### src/rtl/scl_pkg.sv
// package for the sparse conv layer: sizes, action codes, fsm states, command structs
// no dependencies
`default_nettype none
package scl_pkg;
   localparam int MAX_IN_MAPS = 16;
   localparam int MAX_OUT_MAPS = 16;
   localparam int MAX_KERNEL_SIZE = 5;
   localparam int MAX_IN_SIZE = 36;
   localparam int SIGMOID_ENTRIES = 256;
   localparam int PIX_DEPTH = MAX_IN_MAPS * MAX_IN_SIZE * MAX_IN_SIZE;
   localparam int KER_DEPTH = MAX_OUT_MAPS * MAX_IN_MAPS * MAX_KERNEL_SIZE * MAX_KERNEL_SIZE;
   localparam int CON_DEPTH = MAX_OUT_MAPS * MAX_IN_MAPS;
   localparam int PIX_AW = $clog2(PIX_DEPTH);
   localparam int KER_AW = $clog2(KER_DEPTH);
   localparam int SIG_AW = $clog2(SIGMOID_ENTRIES);
   localparam int ACC_W = 40;

   localparam logic [2:0] ACT_PIXEL = 3'd0;
   localparam logic [2:0] ACT_WEIGHT = 3'd1;
   localparam logic [2:0] ACT_CONNECT = 3'd2;
   localparam logic [2:0] ACT_BIAS = 3'd3;
   localparam logic [2:0] ACT_SIGMOID = 3'd4;
   localparam logic [2:0] ACT_COMPUTE = 3'd5;

   localparam logic [2:0] REG_IN_MAPS = 3'd0;
   localparam logic [2:0] REG_OUT_MAPS = 3'd1;
   localparam logic [2:0] REG_KER_ROWS = 3'd2;
   localparam logic [2:0] REG_KER_COLS = 3'd3;
   localparam logic [2:0] REG_OUT_ROWS = 3'd4;
   localparam logic [2:0] REG_OUT_COLS = 3'd5;

   typedef enum logic [2:0] {
      ST_IDLE, ST_CHECK, ST_TAP, ST_DRAIN, ST_LOOKUP, ST_TABLE, ST_RESULT
   } state_type;

   typedef struct packed {
      logic capture;     // latch the request
      logic clear_acc;
      logic issue_tap;   // read pixel and weight for the current tap
      logic mac;         // accumulate the product available this cycle
      logic lookup;      // read the sigmoid table
      logic finish;      // form the result
   } cmd_type;

   typedef struct packed {
      logic range_err;
      logic tap_last;
      logic tap_skip;    // current map not connected
   } status_type;
endpackage
`default_nettype wire

### src/rtl/scl_ctrl.sv
// controller fsm for the conv layer: sequences check, tap walk, lookup, result
// depends on scl_pkg
`default_nettype none
module scl_ctrl import scl_pkg::*; (
   input  wire logic       clock,
   input  wire logic       reset,
   input  wire logic       req_valid,
   input  wire logic [2:0] req_action,
   output      logic       req_ready,
   output      logic       rsp_valid,
   input  wire logic       rsp_ready,
   input  wire status_type status,
   output      cmd_type    cmd
);
   state_type state_ff, state_in;
   logic take;
   assign take = req_valid && req_ready;

   always_comb begin
      state_in = state_ff;
      unique case (state_ff)
         ST_IDLE:   if (take && req_action == ACT_COMPUTE) state_in = ST_CHECK;
         ST_CHECK:  state_in = status.range_err ? ST_RESULT : ST_TAP;
         ST_TAP:    if (status.tap_last) state_in = ST_DRAIN;
         ST_DRAIN:  state_in = ST_LOOKUP;
         ST_LOOKUP: state_in = ST_TABLE;
         ST_TABLE:  state_in = ST_RESULT;
         ST_RESULT: if (rsp_ready) state_in = ST_IDLE;
         default:   state_in = ST_IDLE;
      endcase
   end

   always_comb begin
      cmd = '0;
      req_ready = (state_ff == ST_IDLE);
      rsp_valid = (state_ff == ST_RESULT);
      unique case (state_ff)
         ST_IDLE:   cmd.capture = take;
         ST_CHECK:  cmd.clear_acc = 1'b1;
         ST_TAP:    cmd.issue_tap = 1'b1;
         ST_DRAIN:  cmd.mac = 1'b1;
         ST_LOOKUP: cmd.lookup = 1'b1;
         ST_TABLE:  cmd.finish = 1'b1;
         default:   cmd = '0;
      endcase
      if (state_ff == ST_TAP) cmd.mac = 1'b1;
   end

   always_ff @(posedge clock) begin
      if (reset) state_ff <= ST_IDLE;
      else state_ff <= state_in;
   end
endmodule
`default_nettype wire

### config.mk
export PLATFORM = sky130hd
export DESIGN_NAME = scl_ctrl
export DESIGN_NICKNAME = d
export VERILOG_FILES = /design/src/rtl/scl_pkg.sv /design/src/rtl/scl_ctrl.sv
export SDC_FILE = /design/constraint.sdc
export NUM_CORES = 1
export LEC_CHECK = 0
export BUFFER_PORTS_ARGS = -buffer_cell sky130_fd_sc_hd__buf_2
export CAP_MARGIN = 30
export CORE_AREA = 8 8 45 47
export CTS_CLUSTER_DIAMETER = 100
export DETAILED_ROUTE_END_ITERATION = 12
export DIE_AREA = 0 0 53 55
export SLEW_MARGIN = 20
export SYNTH_ARGS = -nofsm -noshare
export SYNTH_HDL_FRONTEND = slang
export SYNTH_SLANG_ARGS = --single-unit
export TNS_END_PERCENT = 20
### constraint.sdc
create_clock -name clock -period 2.9 [get_ports clock]
set_input_delay 0.435 -clock clock [delete_from_list [all_inputs] [get_ports clock]]
set_output_delay 0.435 -clock clock [all_outputs]
set_load 0.01 [all_outputs]
==> out/summary.txt, run 1 <==
================================================================================
Total non-filler cell area in the finished layout .................      337 um2
Cell area power density ...........................................   521 nW/um2
Highest clock frequency the design can meet .......................    0.609 GHz
Bufs on Longest Clock Path ........................................            2
Clock share of power ..............................................        41.9%
Net Sw Power ......................................................    0.0537 mW
DP Wirelength .....................................................       510 um
Crit Path Class ...................................................      reg2out
Most common cell after layout, fill and taps aside ................ sky130_fd_sc_hd__buf_2
Largest voltage drop on the vdd net ...............................     0.134 mV
Sequential area share after synthesis .............................        25.4%
Dpl ws ............................................................      1500 ps
Routed wire length ................................................       655 um
Yosys reg bits ....................................................            3
Actual transition at the worst max-transition pin .................       376 ps
Final period demand of the worst path .............................      1640 ps
Clock buffer count from CTS .......................................            3
Buffers inserted by post-CTS timing repair ........................            0
Hold Path Class ...................................................       in2reg
Mapped cell area ..................................................      236 um2
Worst EP arrival ..................................................      1210 ps
N_diodes ..........................................................            0
Synth top area share ..............................................        25.4%
Wire length per cell ..............................................      10.6 um
Critical Path Start Type ..........................................    flip-flop
Cell row count ....................................................           14
Cell at the root of the clock tree ................................ sky130_fd_sc_hd__clkbuf_4
Layout cells sized above 1 ........................................        52.2%
Worst Setup End Kind ..............................................  output port
Leading registers by flop count ................................... state_ff (3)
Nets in the synthesized netlist ...................................           39
Endpoint of the worst hold path ................................... state_ff[0]$_SDFFE_PP0P_
Storage element area ..............................................     60.1 um2
Total die area ....................................................     2920 um2
MaxCap Viol Count .................................................            0
Height of the chip ................................................        55 um
Capture point of the worst reg-to-reg path ........................ state_ff[2]$_SDFFE_PP0P_
RSZ-0062 raised after global routing ..............................           no
Die width .........................................................        53 um
Setup violators final .............................................            0
Gp weighted congestion ............................................        0.699
Cell types with the largest area share after synthesis ............ sky130_fd_sc_hd__dfxtp_1 25%, sky130_fd_sc_hd__nor3b_1 9.5%, sky130_fd_sc_hd__a21oi_1 8.5%
Number of antenna violations at the first check in global routing .            0
Final hold slack ..................................................       399 ps
Clock network latency to the later pin of the worst-skew pair .....       230 ps
Int Pwr ...........................................................     0.122 mW
Logic gate share of total power ...................................        26.3%
CTS tree ..........................................................         done
Number of distinct library cells after synthesis ..................           18
Clock sinks .......................................................            3
Total negative slack ..............................................         0 ps
Max FFs per register ..............................................            3
CP required .......................................................      2470 ps
Number of cells produced by synthesis .............................           29
Crit path setup slack, layout .....................................      1260 ps
Complex-gate fraction of the synthesized area .....................        17.5%
Final hold violation count ........................................            0
Sw Ratio ..........................................................        30.6%
Count of input and output buffers .................................           16
Antenna-violating nets left .......................................            0
Avg Inst Size Synth ...............................................     8.15 um2
Clock Pin Slew Worst Setup and Hold Paths .........................        40 ps
Number of cells on the worst hold path ............................            2
Post-placement cell area ..........................................      310 um2
Quantity of hold-fixing buffers added after cts ...................            0
Dominant combinational cell family by area after synthesis ........ simple AND/OR/NAND/NOR gates
Total grt overflow ................................................            0
Number of max-slew violations in the final report .................            0
Number of warnings reported in the yosys synthesis log ............            0
Core region area ..................................................     1380 um2
CTS HTree Levels ..................................................            1
DRC ...............................................................            0
Overall routing resource usage ....................................        5.52%
Via count of the routed design ....................................          244
Leakage ...........................................................     0.151 nW
Layout Nets .......................................................           57
I/O pin total .....................................................           18
Xor and xnor fraction of the mapped netlist area ..................           0%
Result of the run ................................................. finished clean
Commonest cells after routing, fill and taps aside ................ 16 x sky130_fd_sc_hd__buf_2, 4 x sky130_fd_sc_hd__a21oi_1
Worst reg-to-reg path cell count ..................................            3
Simple-gate share of the synthesized area .........................        44.4%
Fraction of the cycle the final worst path needs ..................        56.6%
Largest net degree at the start of global routing .................           11
Number of gates given a new drive strength after cts ..............            0
Startpoint of the worst register-to-register path ................. state_ff[0]$_SDFFE_PP0P_
First-pass GRT wire length ........................................      1.15 mm
Via count normalized by instance count ............................         3.94
Adder and majority gate portion of the synthesized area ...........           0%
Fin Clk Skew ......................................................      1.40 ps
Sequential Power Share ............................................        31.8%
Area grow syn2layout ..............................................        42.3%
Top cell type by total area after synthesis ....................... sky130_fd_sc_hd__dfxtp_1
Worst slew slack as a fraction of its limit .......................        74.9%
Mux cell area share after synthesis ...............................           0%
Fillcell total ....................................................          154
Worst Min Path Start ..............................................        reset
Reg-to-reg setup timing slack .....................................      1850 ps
First-iteration detailed-routing DRC count ........................            3
Number of global-route vias before repair .........................          269
Multi-input logic area ............................................      146 um2
Effective utilization at floorplan ................................        17.1%
Length of the first detailed-routing pass in iterations ...........            2
Largest fanout of any net on the critical path ....................            9
Largest register by flop count ....................................     state_ff
================================================================================
## how the worst max path moves through the flow
stage                                  start        end  slack, ps  cells after the start
finish              state_ff[2]$_SDFFE_PP0P_  rsp_valid       1260                      3
global placement    state_ff[2]$_SDFFE_PP0P_  rsp_valid       1520                      3
floorplan           state_ff[0]$_SDFFE_PP0P_     cmd[5]       1470                      3
detailed placement  state_ff[2]$_SDFFE_PP0P_  rsp_valid       1500                      3
CTS                 state_ff[2]$_SDFFE_PP0P_  rsp_valid       1240                      3
global route        state_ff[0]$_SDFFE_PP0P_     cmd[5]       1160                      3
## critical path, stage by stage, from the launching register on
cell,delay [ps]
sky130_fd_sc_hd__dfxtp_1,510
sky130_fd_sc_hd__inv_1,120
sky130_fd_sc_hd__nor3b_1,190
sky130_fd_sc_hd__buf_2,160
## area by class of cell
class	count	share of cell area [%]
Multi-Input combinational cell	22	43.5
Timing Repair Buffer	16	23.8
Sequential cell	3	17.8
Clock buffer	4	7.81
Tap cell	16	5.95
Inverter	1	1.12
## power groups by stage
| stage | Sequential, mW | Clock [mW] | Combinational, mW |
|---|---|---|---|
| 2_1_floorplan | 0.0470 | 0 | 0.0413 |
| 3_3_place_gp | 0.0561 | 0 | 0.0461 |
| 3_5_place_dp | 0.0564 | 0 | 0.0466 |
| 4_1_cts | 0.0558 | 0.0772 | 0.0468 |
| 5_1_grt | 0.0571 | 0.0795 | 0.0525 |
| 6_report | 0.0557 | 0.0735 | 0.0461 |
## cell families after synthesis
family | Yosys count
compound gates | 6
buf+inv | 4
flops | 3
simple gates | 16
## Yosys cell counts, drive strengths merged
cell type  number
inv             1
or2             1
nor3            2
nand2b          1
a21oi           5
and2b           1
nor3b           3
nor2            3
nand2           1
nand4           1
nand3b          1
nor2b           1
buf             3
a211oi          1
dfxtp           3
and2            1
## per-stage QoR
| step | utilization, % | power, mW | cells |
|---|---|---|---|
| 2_1_floorplan | - | 0.0882 | 29 |
| 3_3_place_gp | 22.4 | 0.102 | 58 |
| 3_5_place_dp | 22.4 | 0.103 | 58 |
| 4_1_cts | 24.3 | 0.180 | 62 |
| 5_1_grt | 24.3 | 0.189 | 62 |
| 6_report | 24.3 | 0.175 | 62 |
## per-layer routing
layer / track usage, % / vias up / part of all wire (%)
met5: 0 / - / 0
met4: 6.47 / 0 / 3.2
met3: 2.67 / 2 / 11
met2: 8.59 / 7 / 47
met1: 4.86 / 102 / 39
li1: - / 133 / -
Note: power is estimated with default switching activity, not from simulation.
==> inputs of run 2 (changes only) <==
clock period = 1.5 ns   (was 2.9 ns; I/O delays follow)
==> out/summary.txt, run 2 (synthesized netlist as in run 1, its figures left out) <==
================================================================================
Reg-to-reg setup timing slack .....................................       460 ps
Largest fanout of any net on the critical path ....................           10
Leakage ...........................................................     0.151 nW
Cell row count ....................................................           14
DRC ...............................................................            0
Overall routing resource usage ....................................        5.57%
Highest clock frequency the design can meet .......................    0.731 GHz
Die width .........................................................        53 um
Number of max-slew violations in the final report .................            0
Slowest cell on the critical path ................................. sky130_fd_sc_hd__dfxtp_1
Fillcell total ....................................................          152
CP required .......................................................      1270 ps
Area grow syn2layout ..............................................        42.9%
Number of global-route vias before repair .........................          274
Cell at the root of the clock tree ................................ sky130_fd_sc_hd__clkbuf_4
Cell family with the largest share of critical-path delay .........   flip-flops
RSZ-0062 raised after global routing ..............................           no
Clock Pin Slew Worst Setup and Hold Paths .........................        40 ps
Startpoint of the worst register-to-register path ................. state_ff[1]$_SDFFE_PP0P_
Via count of the routed design ....................................          257
Fraction of the cycle the final worst path needs ..................        91.3%
Max FFs per register ..............................................            3
Total grt overflow ................................................            0
First-iteration detailed-routing DRC count ........................            1
Worst slew slack as a fraction of its limit .......................        77.1%
Bufs on Longest Clock Path ........................................            2
Result of the run ................................................. finished clean
Worst stage delay on the critical path ............................       510 ps
Leading registers by flop count ................................... state_ff (3)
Final hold violation count ........................................            0
Number of buffers and inverters on the critical path ..............            1
Critical Path Start Type ..........................................    flip-flop
CP startpoint ..................................................... state_ff[0]$_SDFFE_PP0P_
Post-placement cell area ..........................................      310 um2
Hold Path Class ...................................................       in2reg
Layout cells sized above 1 ........................................        54.3%
Core region area ..................................................     1380 um2
Worst Min Path Start ..............................................        reset
CTS HTree Levels ..................................................            1
Commonest cells after routing, fill and taps aside ................ 16 x sky130_fd_sc_hd__buf_2, 4 x sky130_fd_sc_hd__a21oi_1, 3 x sky130_fd_sc_hd__nor2_1, 3 x sky130_fd_sc_hd__nor3b_1, 3 x sky130_fd_sc_hd__clkbuf_4
N_diodes ..........................................................            0
Layout Nets .......................................................           57
Final period demand of the worst path .............................      1370 ps
Total non-filler cell area in the finished layout .................      338 um2
CTS tree ..........................................................         done
Largest register by flop count ....................................     state_ff
Count of input and output buffers .................................           16
Via count normalized by instance count ............................         4.15
Gp weighted congestion ............................................        0.695
Setup violators final .............................................            0
Clock buffer count from CTS .......................................            3
Most common cell after layout, fill and taps aside ................ sky130_fd_sc_hd__buf_2
MaxCap Viol Count .................................................            0
Fin Clk Skew ......................................................      1.31 ps
Actual transition at the worst max-transition pin .................       344 ps
Cell area power density ...........................................   996 nW/um2
Total negative slack ..............................................         0 ps
Largest net degree at the start of global routing .................           11
Worst Setup End Kind ..............................................  output port
Clock network latency to the later pin of the worst-skew pair .....       230 ps
Utilization after layout ..........................................        24.4%
Effective utilization at floorplan ................................        17.1%
DP Wirelength .....................................................       513 um
Crit Path Class ...................................................      reg2out
Antenna-violating nets left .......................................            0
Wire length per cell ..............................................      10.4 um
Design Power ......................................................     0.337 mW
Number of antenna violations at the first check in global routing .            0
Height of the chip ................................................        55 um
Quantity of hold-fixing buffers added after cts ...................            0
Length of the first detailed-routing pass in iterations ...........            4
Ordered list of cells on the worst path ........................... nor3_1, and2_1, buf_2
Largest voltage drop on the vdd net ...............................     0.232 mV
Worst EP arrival ..................................................      1140 ps
I/O pin total .....................................................           18
Multi-input logic area ............................................      146 um2
First-pass GRT wire length ........................................      1.14 mm
Total die area ....................................................     2920 um2
Storage element area ..............................................     61.3 um2
Routed wire length ................................................       647 um
Clock sinks .......................................................            3
================================================================================
[run 2: cell counts in the layout (fill, tap and decap cells not counted)]
No cell type changed its count.
[run 2: per-stage QoR]
step                hold slack, ps  std cells  worst slack (ps)
global placement               429         58               333
global route                   192         62              7.73
finish                         192         62               131
CTS                            181         62              68.0
floorplan                      290         29               280
detailed placement             430         58               318
[run 2: layout make-up]
class | instances | area share, %
multi-input combinational | 22 | 43.3
timing repair buffer | 16 | 23.7
sequential | 3 | 18.1
clock buffer | 4 | 7.78
tap | 16 | 5.93
inverter | 1 | 1.11
[run 2: worst paths after layout]
path,end,cells past startpoint
setup / recovery,cmd[5],3
setup reg to reg,state_ff[0]$_SDFFE_PP0P_,3
hold / removal,state_ff[0]$_SDFFE_PP0P_,2
hold reg to reg,state_ff[1]$_SDFFE_PP0P_,2
[run 2: per-layer routing]
metal | GRT usage [%] | vias up | share of wire, %
met5 | 0 | - | 0
met4 | 7.76 | 0 | 4.0
met3 | 2.14 | 2 | 7.7
met2 | 8.98 | 7 | 50
met1 | 4.55 | 115 | 38
li1 | - | 133 | -
[run 2: where the power goes]
| part | leakage (nW) | total [mW] | internal [mW] | switching (mW) |
|---|---|---|---|---|
| Combinational | 0.112 | 0.0893 | 0.0476 | 0.0416 |
| Sequential | 0.0248 | 0.108 | 0.0886 | 0.0193 |
| Clock | 0.0150 | 0.139 | 0.0996 | 0.0399 |
| Total | 0.151 | 0.337 | 0.236 | 0.101 |
[run 2: timing repair]
item / in CTS / in global routing
gates resized for setup: 0 / 1
setup endpoints to repair: 0 / 2
buffers inserted: 0 / 0
